File: config.mk
export PLATFORM = sky130hd
export DESIGN_NAME = http_chunked_body_decoder_core
export DESIGN_NICKNAME = d
export VERILOG_FILES = /design/src/sv/chd_pkg.sv /design/src/sv/chd_parse.sv /design/src/sv/chd_out.sv /design/src/sv/http_chunked_body_decoder_core.sv
export SDC_FILE = /design/constraint.sdc
export NUM_CORES = 1
export LEC_CHECK = 0
export BUFFER_PORTS_ARGS = -buffer_cell sky130_fd_sc_hd__buf_4
export CELL_PAD_IN_SITES_DETAIL_PLACEMENT = 0
export CELL_PAD_IN_SITES_GLOBAL_PLACEMENT = 1
export CORE_MARGIN = 1.5
export CORE_UTILIZATION = 25
export DETAILED_ROUTE_END_ITERATION = 16
export PLACE_DENSITY_LB_ADDON = 0.1
export SETUP_SLACK_MARGIN = 0.02
export SLEW_MARGIN = 0
export SYNTH_ARGS = -nofsm -noshare
export SYNTH_HDL_FRONTEND = slang
export SYNTH_SLANG_ARGS = --single-unit
File: constraint.sdc
create_clock -name i_clk -period 6.09 [get_ports i_clk]
set_input_delay 0 -clock i_clk [delete_from_list [all_inputs] [get_ports i_clk]]
set_output_delay 0 -clock i_clk [all_outputs]
set_load 0.02 [all_outputs]
File: src/sv/chd_pkg.sv
package chd_pkg;

    localparam int MAX_SIZE_DIGITS_DEF = 8;
    localparam int CNT_W = 32;

    localparam logic [7:0] CH_LF   = 8'h0A;
    localparam logic [7:0] CH_CR   = 8'h0D;
    localparam logic [7:0] CH_SEMI = 8'h3B;

    typedef enum logic [5:0] {
        PH_SIZE = 6'b000001,
        PH_EXT  = 6'b000010,
        PH_DATA = 6'b000100,
        PH_TRL1 = 6'b001000,
        PH_TRL2 = 6'b010000,
        PH_DONE = 6'b100000
    } t_phase;

    localparam logic KIND_DATA = 1'b0;
    localparam logic KIND_END  = 1'b1;

    typedef struct packed {
        logic       kind;
        logic [7:0] data_byte;
        logic       bad_size;
    } t_result;

    typedef struct packed {
        logic       ok;
        logic [3:0] val;
    } t_hex;

    function automatic t_hex hex_value(input logic [7:0] c);
        t_hex h;
        h.ok  = 1'b1;
        h.val = 4'd0;
        if (c >= 8'h30 && c <= 8'h39) begin
            h.val = 4'(c - 8'h30);
        end else if (c >= 8'h41 && c <= 8'h46) begin
            h.val = 4'(c - 8'h41 + 8'd10);
        end else if (c >= 8'h61 && c <= 8'h66) begin
            h.val = 4'(c - 8'h61 + 8'd10);
        end else begin
            h.ok = 1'b0;
        end
        return h;
    endfunction

endpackage

File: src/sv/chd_parse.sv
module chd_parse
    import chd_pkg::*;
#(
    parameter int MAX_SIZE_DIGITS = MAX_SIZE_DIGITS_DEF
) (
    input  logic       i_clk,
    input  logic       i_rst_n,
    input  logic       i_fire,
    input  logic [7:0] i_byte,
    input  logic       i_restart,
    output logic       o_res_valid,
    output t_result    o_res
);

    localparam int DcW = $clog2(MAX_SIZE_DIGITS + 1);

    t_phase           r_phase, n_phase, e_phase;
    logic [CNT_W-1:0] r_cnt, n_cnt, e_cnt;
    logic [DcW-1:0]   r_dc, n_dc, e_dc;
    logic             r_inv, n_inv, e_inv;
    t_hex             hx;

    always_comb begin
        // restart takes effect before this word is parsed
        if (i_restart) begin
            e_phase = PH_SIZE;
            e_cnt   = '0;
            e_dc    = '0;
            e_inv   = 1'b0;
        end else begin
            e_phase = r_phase;
            e_cnt   = r_cnt;
            e_dc    = r_dc;
            e_inv   = r_inv;
        end

        hx          = hex_value(i_byte);
        n_phase     = e_phase;
        n_cnt       = e_cnt;
        n_dc        = e_dc;
        n_inv       = e_inv;
        o_res_valid = 1'b0;
        o_res       = '{kind: KIND_DATA, data_byte: 8'd0, bad_size: 1'b0};

        case (e_phase)
            PH_SIZE, PH_EXT: begin
                if (i_byte == CH_LF) begin
                    if (e_inv || e_cnt == '0) begin
                        o_res_valid = 1'b1;
                        o_res       = '{kind: KIND_END, data_byte: 8'd0, bad_size: e_inv};
                        n_phase     = PH_DONE;
                    end else begin
                        n_dc    = '0;
                        n_inv   = 1'b0;
                        n_phase = PH_DATA;
                    end
                end else if (e_phase == PH_SIZE) begin
                    if (i_byte == CH_SEMI) begin
                        n_phase = PH_EXT;
                    end else if (i_byte != CH_CR) begin
                        if (!hx.ok) begin
                            n_inv = 1'b1;
                        end else if (e_dc >= DcW'(MAX_SIZE_DIGITS) || e_cnt[31:28] != 4'd0) begin
                            n_inv = 1'b1;
                        end else begin
                            n_dc  = e_dc + 1'b1;
                            n_cnt = {e_cnt[27:0], hx.val};
                        end
                    end
                end
            end
            PH_DATA: begin
                o_res_valid = 1'b1;
                o_res       = '{kind: KIND_DATA, data_byte: i_byte, bad_size: 1'b0};
                if (e_cnt != '0) begin
                    n_cnt = e_cnt - 1'b1;
                end
                // last byte of the chunk when count drops to zero
                if (e_cnt <= CNT_W'(1)) begin
                    n_phase = PH_TRL1;
                end
            end
            PH_TRL1: begin
                if (i_byte == CH_CR) begin
                    n_phase = PH_TRL2;
                end else begin
                    n_phase = PH_SIZE;
                    n_cnt   = '0;
                    n_dc    = '0;
                    n_inv   = 1'b0;
                end
            end
            PH_TRL2: begin
                n_phase = PH_SIZE;
                n_cnt   = '0;
                n_dc    = '0;
                n_inv   = 1'b0;
            end
            PH_DONE: begin
                n_phase = PH_DONE;
            end
            default: begin
                n_phase = PH_DONE;
            end
        endcase
    end

    always_ff @(posedge i_clk) begin
        if (!i_rst_n) begin
            r_phase <= PH_SIZE;
            r_cnt   <= '0;
            r_dc    <= '0;
            r_inv   <= 1'b0;
        end else if (i_fire) begin
            r_phase <= n_phase;
            r_cnt   <= n_cnt;
            r_dc    <= n_dc;
            r_inv   <= n_inv;
        end
    end

endmodule

File: src/sv/chd_out.sv
module chd_out
    import chd_pkg::*;
(
    input  logic       i_clk,
    input  logic       i_rst_n,
    input  logic       i_load,
    input  t_result    i_res,
    input  logic       i_stall,
    output logic       o_free,
    output logic       o_valid,
    output logic       o_kind,
    output logic [7:0] o_data_byte,
    output logic       o_bad_size
);

    logic    r_valid;
    t_result r_res;

    assign o_free = !r_valid || !i_stall;

    always_ff @(posedge i_clk) begin
        if (!i_rst_n) begin
            r_valid <= 1'b0;
        end else if (i_load) begin
            r_valid <= 1'b1;
        end else if (!i_stall) begin
            r_valid <= 1'b0;
        end
    end

    // payload holds while the receiver stalls
    always_ff @(posedge i_clk) begin
        if (i_load) begin
            r_res <= i_res;
        end
    end

    assign o_valid     = r_valid;
    assign o_kind      = r_res.kind;
    assign o_data_byte = r_res.data_byte;
    assign o_bad_size  = r_res.bad_size;

endmodule

File: src/sv/http_chunked_body_decoder_core.sv
// Chunked transfer body decoder.
// Input channel: i_valid / o_stall carry one body byte (i_in_byte) and a
// restart flag (i_restart) per word; restart drops back to a fresh size line
// before that byte is parsed. Output channel: o_valid / i_stall carry one
// result word: a data byte (o_kind 0) or the end of body (o_kind 1, with
// o_bad_size set when a size line was malformed or too long).
// One byte is accepted per cycle while o_stall is low. A byte lands in the input
// register at the accepting edge, is parsed there against the decoder state,
// and any result it makes is loaded into the output register when the parser
// advances; while the output register is busy the byte waits in the input register.
// Throughput is one byte per cycle while neither side stalls.
// Size lines, extensions, trailer bytes and everything after the end item
// give no result word and pass the parse stage even while the output is
// stalled; a data or end word waits there until the output register frees.
// Reset (synchronous, active low) empties both registers and leaves the
// decoder expecting a size line.
module http_chunked_body_decoder_core
    import chd_pkg::*;
#(
    parameter int MAX_SIZE_DIGITS = MAX_SIZE_DIGITS_DEF
) (
    input  logic       i_clk,
    input  logic       i_rst_n,
    input  logic       i_valid,
    output logic       o_stall,
    input  logic [7:0] i_in_byte,
    input  logic       i_restart,
    output logic       o_valid,
    input  logic       i_stall,
    output logic       o_kind,
    output logic [7:0] o_data_byte,
    output logic       o_bad_size
);

    logic       r_in_valid;
    logic [7:0] r_in_byte;
    logic       r_in_restart;
    logic       res_valid;
    t_result    res;
    logic       out_free;
    logic       fire;

    // advance when the word makes no result or the output register can take it
    assign fire    = r_in_valid && (!res_valid || out_free);
    assign o_stall = r_in_valid && !fire;

    always_ff @(posedge i_clk) begin
        if (!i_rst_n) begin
            r_in_valid <= 1'b0;
        end else if (!o_stall) begin
            r_in_valid <= i_valid;
        end
    end

    always_ff @(posedge i_clk) begin
        if (!o_stall && i_valid) begin
            r_in_byte    <= i_in_byte;
            r_in_restart <= i_restart;
        end
    end

    chd_parse #(
        .MAX_SIZE_DIGITS(MAX_SIZE_DIGITS)
    ) u_parse (
        .i_clk       (i_clk),
        .i_rst_n     (i_rst_n),
        .i_fire      (fire),
        .i_byte      (r_in_byte),
        .i_restart   (r_in_restart),
        .o_res_valid (res_valid),
        .o_res       (res)
    );

    chd_out u_out (
        .i_clk       (i_clk),
        .i_rst_n     (i_rst_n),
        .i_load      (fire && res_valid),
        .i_res       (res),
        .i_stall     (i_stall),
        .o_free      (out_free),
        .o_valid     (o_valid),
        .o_kind      (o_kind),
        .o_data_byte (o_data_byte),
        .o_bad_size  (o_bad_size)
    );

endmodule

# Word level (Yosys, flattened, before mapping)
# Index checks and enable logic that the tools add are counted.
# Widths: inputs -> output; s select.
dict set report word_totals {
  input_bits 13
  word_cells 108
  output_inout_bits 12
  ff_bits 64
}
dict set report classes {
  n_reduce_logical 20
  add_sub_neg 7
  mux 52
  magnitude_cmp 8
  eq_ne 10
}
# op count
set ops {}
lappend ops {{$mux 32} 9}
lappend ops {{$pmux 32 s4} 1}
lappend ops {{$mux 4} 12}
lappend ops {{$mux 6} 6}
lappend ops {{$le 32x1->1 const B} 1}
lappend ops {{$logic_not 32->1} 1}
lappend ops {{$reduce_bool 32->1} 1}
lappend ops {{$sub 32x1->32 const B} 1}
lappend ops {{$pmux 6 s4} 1}
lappend ops {{$mux 10} 2}
lappend ops {{$pmux 10 s2} 1}
lappend ops {{$eq 8x4->1 const B} 2}
lappend ops {{$ge 8x7->1 const B} 2}
lappend ops {{$le 8x7->1 const B} 2}
lappend ops {{$mux 1} 16}
lappend ops {{$pmux 4 s3} 1}
lappend ops {{$sub 4x1->4 const B} 3}
lappend ops {{$add 4x4->4 const B} 2}
lappend ops {{$eq 8x6->1 const B} 1}
lappend ops {{$ge 8x6->1 const B} 1}
lappend ops {{$le 8x6->1 const B} 1}
lappend ops {{$ne 8x4->1 const B} 1}
lappend ops {{$logic_and 1x1->1} 7}
lappend ops {{$eq 6x1->1 const B} 1}
lappend ops {{14 further kinds} 21}

# Longest topological paths before layout
# Gate-level depths: netlist of run 1.
dict set report depth {
  word_depth 13
  ltp_mapped 14
  depth_no_buf 8
}

# Cells and area by module
# Synthesis of run 1 repeated with hierarchy kept, for this count alone.
dict set report unflattened {
  cells_unflattened 545
  area_unflattened_um2 4498.1
}
# mod seq_area_each_um2 instances cells_per_inst area_each_um2
set modules_own_cells {}
lappend modules_own_cells {chd_parse 860.8 1 515 3832.4}
lappend modules_own_cells {chd_out 320.3 1 14 335.3}
lappend modules_own_cells {http_chunked_body_decoder_core 290.3 1 16 330.3}

# Least setup slack after synthesis of run 1
# No wires, ideal clock.
dict set report synth_timing {
  kind {register -> register}
  startpoint {register r_in_restart}
  endpoint {register r_in_byte[0], enable pin}
  setup_time_ns 0.375
  t_required_ns 5.715
  arrival_ns 2.767
  period_less_slack_ns 3.142
  path_stages_with_launch 12
  path_buffers 3
  path_slack_ns 2.948
  cell_sequence {edfxtp_1 inv_1 clkbuf_1 clkbuf_1 nand2_1 ha_1 o211ai_1 or3_1 buf_2 a21oi_2 o2111a_1 nor2b_1}
}
dict set report synth_via {
  elab_chain_len 13
  word_cells_on_any_way 19
  cone_classes {3 x eq/ne; 6 x mux; 10 x reduce/logical}
}
# item line_no
set synth_lines {}
lappend synth_lines {{start: declaration} http_chunked_body_decoder_core.sv:37} ;# logic r_in_restart;
lappend synth_lines {{start signal: assignment} http_chunked_body_decoder_core.sv:58} ;# r_in_restart <= i_restart;
lappend synth_lines {{$mux 32} chd_parse.sv:25} ;# if (i_restart) begin
lappend synth_lines {{$logic_not 32->1} chd_parse.sv:48} ;# if (e_inv || e_cnt == '0) begin
lappend synth_lines {{$logic_or 1x1->1} chd_parse.sv:48}
lappend synth_lines {{$mux 1} chd_parse.sv:48}
lappend synth_lines {{$mux 1} chd_parse.sv:47} ;# if (i_byte == CH_LF) begin
lappend synth_lines {{$pmux 1 s2 *} chd_parse.sv:45} ;# case (e_phase)
lappend synth_lines {{$logic_not 1->1 *} http_chunked_body_decoder_core.sv:44} ;# assign fire = r_in_valid && (!res_valid || out_free);
lappend synth_lines {{$logic_or 1x1->1 *} http_chunked_body_decoder_core.sv:44}
lappend synth_lines {{$logic_and 1x1->1 *} http_chunked_body_decoder_core.sv:44}
lappend synth_lines {{$logic_not 1->1 *} http_chunked_body_decoder_core.sv:45} ;# assign o_stall = r_in_valid && !fire;
lappend synth_lines {{$logic_and 1x1->1 *} http_chunked_body_decoder_core.sv:45}
lappend synth_lines {{net o_stall} http_chunked_body_decoder_core.sv:25} ;# output logic o_stall,
lappend synth_lines {{$logic_not 1->1 *} http_chunked_body_decoder_core.sv:56} ;# if (!o_stall && i_valid) begin
lappend synth_lines {{$logic_and 1x1->1 *} http_chunked_body_decoder_core.sv:56}
lappend synth_lines {{end signal: assignment} http_chunked_body_decoder_core.sv:57} ;# r_in_byte <= i_in_byte;
lappend synth_lines {{end: declaration} http_chunked_body_decoder_core.sv:36} ;# logic [7:0] r_in_byte;
# Mark *: on every way through the listed nets, which the timed path passes. The rest lies on a longest branch.
# A chain may end at the register's enable or synchronous reset.

# Worst setup path in the final report of run 1
dict set report layout_timing {
  startpoint {register r_in_restart}
  endpoint {register r_in_restart, enable pin}
}
dict set report layout_via {
  elab_chain_len 13
  word_cells_on_any_way 19
  cone_classes {3 x eq/ne; 6 x mux; 10 x reduce/logical}
}
# item line_no
set layout_lines {}
lappend layout_lines {{$mux 32} chd_parse.sv:25}
lappend layout_lines {{$logic_not 32->1} chd_parse.sv:48}
lappend layout_lines {{$logic_or 1x1->1} chd_parse.sv:48}
lappend layout_lines {{$mux 1} chd_parse.sv:48}
lappend layout_lines {{$mux 1} chd_parse.sv:47}
lappend layout_lines {{$pmux 1 s2 *} chd_parse.sv:45}
lappend layout_lines {{$logic_not 1->1 *} http_chunked_body_decoder_core.sv:44}
lappend layout_lines {{$logic_or 1x1->1 *} http_chunked_body_decoder_core.sv:44}
lappend layout_lines {{$logic_and 1x1->1 *} http_chunked_body_decoder_core.sv:44}
lappend layout_lines {{$logic_not 1->1 *} http_chunked_body_decoder_core.sv:45}
lappend layout_lines {{$logic_and 1x1->1 *} http_chunked_body_decoder_core.sv:45}
lappend layout_lines {{$logic_not 1->1 *} http_chunked_body_decoder_core.sv:56}
lappend layout_lines {{$logic_and 1x1->1 *} http_chunked_body_decoder_core.sv:56}
# Mark *: on every way between the ends. The rest lies on a longest branch, timed or not.

==> impl_results.md, run 1 <==
* Prevailing post-synth register cell: dfxtp_1
* Vias in the first global route at 4,366
* Post-synth EDFFs at 19
* Synth cell types at 85
* Syn Area/Cell at 8.33 sq um
* Mapped Area at 4580 sq um
* Die area at 19,100 sq um
* Fin. max-slew vios at 0
* Residual DRC at 0
* Seq. cell area at 1470 sq um
* Top cell type's share of synthesized area at 19.7%
* H-tree levels at 3
* Synth warn at 0
* Tot Pwr at 1390 uW
* IO buf count at 24
* CTS sink cnt at 64
* Num ports at 25
* Power density cells at 260 nW/um^2
* Worst-path maximum fanout at 18
* Worst Hold Class: input port to flop
* Setup WS post-layout at 2.00 ns
* VDD IR max at 150 uV
* Arr. time, crit path at 4.06 ns
* Crit path required time at 6.06 ns
* GRT Util Overall at 17.9%
* FFs w/ async S/R, synth at 0%
* Leakage at 0.00194 uW
* Status: completed
* Fin crit share at 67.1%
* Fill cells at 1,931
* Cell Rows at 49
* # resized after CTS at 0
* Grt ovf at 0
* Synthesis-stage register bit count at 64
* RePlAce Congestion at 0.789
* Via Count at 4,509
* Most common cell after layout, fill and taps aside: nor2_1
* Vias per inst at 5.68
* Setup TNS at 0 ns
* Core Footprint at 18,000 sq um
* Clock latency on the worst-skew pair at 0.35 ns
* Detailed-placement wirelength estimate at 11,700 microns
* Unrepaired setup endpoints after global routing: false
* Largest net degree at the start of global routing at 36
* Wire per inst at 21.4 microns
* First-pass GRT wire length at 26,500 microns
* Layout cells sized above 1 at 14.9%
* Cell count after synthesis at 549
* Final setup fails at 0
* CP endpoint kind: flop
* Area grow syn2layout at 16.7%
* CTS tree: done
* Most frequent cells in the layout: nor2_1, dfxtp_1, nand2_1, buf_4, nand3_1
* Clk pin slew, worst setup/hold paths at 0.06 ns
* Clk buf depth at 2
* Initial DRC count at 320
* Die Height at 138 microns
* Footprint of the multi-input gates at 2830 sq um
* Critical path class: flop to flop
* Initial Utilization at 25.5%
* Placement Setup Slack at 2.02 ns
* CTS Buf Count at 9
* Antenna-violating nets left at 0
* # diodes at 0
* Nets at 580
* Detailed Route WL at 17,000 microns
* Postcts setup bufs at 0
* Worst slew pin tran at 1.21 ns
* Startpoint Class: flop
* Initial antenna violation count at 0
* Final hold vios at 0
* Hold slack at 0.0586 ns
* Synth area leaders: dfxtp_1, edfxtp_1, nor2_1, nand2_1, nand3_1
* Setup Skew at 0.0101 ns
* Max-slew headroom at 18.7%
* CTS root buf: clkbuf_16
* Cell taking the most area after synthesis: dfxtp_1
* Sequential area share after synthesis at 32.2%
* Max Cap Viol at 0
* Die width at 138 microns
* Fmax at 245 MHz
* Syn Nets at 569
* Util after Layout at 29.7%
* Final min period at 4.09 ns
* Drt pass-1 iters at 6
## path summary, 6_finish.rpt
path	from	to	slack, ns	depth (start not counted)
max	r_in_restart	r_in_restart	2.00	8
max reg2reg	r_in_restart	r_in_restart	2.00	8
min reg2reg	u_parse.r_inv	u_parse.r_inv	0.51	2
min	i_rst_n	u_parse.r_phase[0]	0.06	2
## cells by family (layout without fill, tap and decap cells)
kind of cell,Yosys count,in the layout,share of synthesized area [%]
buffers and inverters,58,74,6.07
AND/OR/NAND/NOR,224,224,26.7
adder cells (fa/ha/maj),7,7,1.91
flip-flops,64,64,32.2
XOR/XNOR,8,8,1.53
multiplexers,3,3,0.684
AO/OA/AOI/OAI,185,185,31.0
## per-stage QoR
stage	std cells	area (sq um)
after floorplan	549	4580
after global placement	767	4900
after detailed placement	767	4900
after CTS	794	5340
after global routing	794	5340
final	794	5340
## layer usage
layer	vias to the layer above	share of wire [%]	track usage, %
met5	-	0	0
met4	0	3.1	8.14
met3	32	5.1	3.71
met2	139	45	27.8
met1	2185	47	23.9
li1	2153	-	-
## area by class of cell
class | instances | area share, %
clock inverter | 7 | 1.92
inverter | 11 | 0.773
timing repair buffer | 47 | 7.12
clock buffer | 9 | 4.22
tap | 229 | 5.37
sequential | 64 | 27.6
multi-input combinational | 427 | 53.0
## critical path, cell delays in order, from the launching register on
cell      delay [ns]
edfxtp_1        0.63
nor2b_1         0.43
inv_1           0.12
ha_1            0.26
o211ai_1        0.45
or3_1           0.67
a21oi_2         0.18
o2111a_1        0.30
nor2b_1         0.66
## state kept, by name (all words and copies together) (netlist names)
name               count
u_out.o_kind           1
u_out.o_data_byte      8
u_parse.r_dc           4
u_parse.r_cnt         32
u_out.o_bad_size       1
r_in_restart           1
r_in_valid             1
u_parse.r_phase        6
u_out.o_valid          1
u_parse.r_inv          1
r_in_byte              8
## power by group
group          internal, uW  total [uW]  switching, uW
combinational           108         324            216
clock                   363         583            220
sequential              455         483           28.8
total                   925        1390            465
## cell usage after synthesis (4+ instances only)
library cell  count
buf_2             8
o21ai_0          24
o22ai_1           6
a211oi_1          5
and2_1           11
a21o_1            4
nor3_1           15
nor2b_1          10
inv_1            11
buf_6             4
edfxtp_1         19
clkbuf_1         29
and4_1            4
xnor2_1           5
a41oi_1           6
o31ai_1           6
o211ai_1         13
a311oi_1          5
nand3_1          28
o221a_2           5
a221oi_1          6
a22oi_1           4
nand2b_1          6
a31oi_1          11
and3_1           11
a21oi_1          24
nand4_1           4
nor2_1           47
nor4_1           13
or2_2             6
a211o_1           4
or4_1             8
dfxtp_1          45
o2111ai_1         4
o21a_1            8
ha_1              7
nand2_1          41
o2bb2ai_1         8
## what timing repair did
action | in CTS | in global routing
endpoints found under the hold margin | 11 | 0
hold buffers | 11 | 0
setup endpoints to repair | 0 | 0
(Power assumes the default switching activity.)
==> run 2: changes to the inputs <==
==> constraint.sdc (replaced) <==
create_clock -name i_clk -period 3.3 [get_ports i_clk]
set_input_delay 0 -clock i_clk [delete_from_list [all_inputs] [get_ports i_clk]]
set_output_delay 0 -clock i_clk [all_outputs]
set_load 0.02 [all_outputs]
==> impl_results.md, run 2 (synthesis results as in run 1) <==
* IO buf count at 24 (unchanged)
* Power density cells at 453 nW/um^2 (+74%)
* Sequential fraction of design power at 35.4% (+0.6 points)
* Drt pass-1 iters at 5 (-1)
* CTS tree: done
* Vias per inst at 5.65 (-0.49%)
* Clock latency on the worst-skew pair at 0.35 ns (about the same)
* Hold path endpoint: u_parse.r_phase[0]
* Hold Buf Count CTS at 11 (unchanged)
* Startpoint Class: flop
* Residual DRC at 0 (unchanged)
* Worst Hold Class: input port to flop
* Core Footprint at 18,000 sq um (unchanged)
* Most common cell on crit path: or2_2
* Slowest Stage Delay on Critical Path at 0.67 ns (about the same)
* Tot Pwr at 2490 uW (+79%)
* P_sw at 898 uW (+93%)
* Combinational power share at 26.9% (+3.6 points)
* Clk buf depth at 2 (unchanged)
* Buf+Inv Stages, Crit Path at 1 (unchanged)
* CTS Buf Count at 9 (unchanged)
* Max-slew headroom at 45.3% (+27 points)
* Total placed cells including tap cells at 793 (+3.4%)
* Leakage at 0.00205 uW (+5.9%)
* Arr. time, crit path at 2.84 ns (-1.22 ns)
* Internal power at 1590 uW (+72%)
* Grt ovf at 0 (unchanged)
* Most common cell after layout, fill and taps aside: buf_4
* Final min period at 2.83 ns (-1.26 ns)
* Setup Skew at 0.0115 ns (+0.00137 ns)
* Most frequent cells in the layout: buf_4, nor2_1, dfxtp_1, nand2_1, nand3_1
* Fin crit share at 85.7% (+19 points)
* Via Count at 4,634 (+2.8%)
* Switching part of the total at 36.0% (+2.6 points)
* CTS sink cnt at 64 (unchanged)
* Final hold vios at 0 (unchanged)
* Final cell count without fillers at 820 (+3.3%)
* Critical path class: flop to flop
* RePlAce Congestion at 0.815 (+3.2%)
* Unrepaired setup endpoints after global routing: false
* Layout cells sized above 1 at 18.4% (+3.6 points)
* Clk network pwr share at 37.7% (-4.2 points)
* Num ports at 25 (unchanged)
* Placement Setup Slack at 0.467 ns (-1.55 ns)
* Max Cap Viol at 0 (unchanged)
* Initial antenna violation count at 0 (unchanged)
* Crit path required time at 3.31 ns (-2.75 ns)
* Die Height at 138 microns (unchanged)
* # diodes at 0 (unchanged)
* Nets at 606 (+4.5%)
* CP endpoint kind: flop
* Fin. max-slew vios at 0 (unchanged)
* Cell depth of the worst flop-to-flop path at 6 (-2)
* Initial Utilization at 25.5% (unchanged)
* Worst-path maximum fanout at 10 (-8)
* Fmax at 353 MHz (+45%)
* Crit path max-delay cell type: or4_1
* Top delay family on crit path: simple AND/OR/NAND/NOR gates
* First-pass GRT wire length at 27,500 microns (+3.8%)
* H-tree levels at 3 (unchanged)
* Final setup fails at 0 (unchanged)
* CTS root buf: clkbuf_16
* Antenna-violating nets left at 0 (unchanged)
* Detailed-placement wirelength estimate at 12,600 microns (+7.3%)
* Die area at 19,100 sq um (unchanged)
* Largest register by flop count: u_parse.r_cnt
* Worst r2r src: r_in_byte[4]
* Area grow syn2layout at 20.1%
* Reg-to-reg slack, setup at 0.47 ns (-1.53 ns)
* VDD IR max at 262 uV (+74%)
* Wire per inst at 21.6 microns (+0.85%)
* Clk pin slew, worst setup/hold paths at 0.06 ns (about the same)
* GRT Util Overall at 18.7% (+0.75 points)
* Initial DRC count at 309 (-3.4%)
* Status: completed
* Max reg flops at 32 (unchanged)
* Hold Crit Depth at 2 (unchanged)
* Largest net degree at the start of global routing at 34 (-5.6%)
* # resized after CTS at 0 (unchanged)
* Die width at 138 microns (unchanged)
* Min-delay src: i_rst_n
* Setup WS post-layout at 0.471 ns (-1.53 ns)
* Detailed Route WL at 17,700 microns (+4.2%)
* Worst slew pin tran at 0.819 ns (-0.388 ns)
* Vias in the first global route at 4,485 (+2.7%)
* R2r endpoint: u_out.o_data_byte[0]
* Crit path cell chain: or4_1, or2_2, or2_2, a21oi_2, o21ai_0, inv_1
* Cell Rows at 49 (unchanged)
* Setup TNS at 0 ns (unchanged)
* Postcts setup bufs at 0 (unchanged)
[run 2: how the worst max path moves through the flow]
stage	startpoint	end	slack (ns)	cells after the start
after detailed placement	r_in_byte[4]	u_out.o_data_byte[5]	0.47	6
after global placement	r_in_byte[4]	u_out.o_data_byte[6]	0.52	6
after floorplan	r_in_restart	r_in_byte[0]	0.16	11
final	r_in_byte[4]	u_out.o_data_byte[0]	0.47	6
after CTS	r_in_byte[4]	u_out.o_data_byte[4]	0.46	6
after global routing	r_in_restart	u_out.o_data_byte[2]	0.29	7
[run 2: per-stage QoR]
stage	cell area (sq um)	hold WS (ns)	utilization, %
after floorplan	4580	0.0989	-
after global placement	5100	0.178	28.4
after detailed placement	5100	0.179	28.4
after CTS	5500	0.0520	30.6
after global routing	5500	0.0982	30.6
final	5500	0.0629	30.6
[run 2: layout make-up]
| cell class | instances | area, sq um |
|---|---|---|
| clock buffer | 9 | 225 |
| clock inverter | 7 | 56.3 |
| fill | 1920 | 12500 |
| inverter | 11 | 41.3 |
| multi-input combinational | 427 | 2830 |
| sequential | 64 | 1470 |
| tap | 229 | 287 |
| timing repair buffer | 73 | 588 |
[run 2: per-layer routing]
metal	share of wire (%)	global-route usage (%)	routed length [microns]
met4	2.7	7.87	471
met1	49	26.4	8730
met2	44	28.5	7790
met3	3.9	2.49	688
met5	0	0	0
[run 2: power by group through the flow]
stage          logic (uW)  clock network [uW]  registers, uW
6_report              670                 939            882
3_3_place_gp          655                   0            899
5_1_grt               726                 999            887
4_1_cts               665                 970            881
2_1_floorplan         443                   0            873
3_5_place_dp          651                   0            899
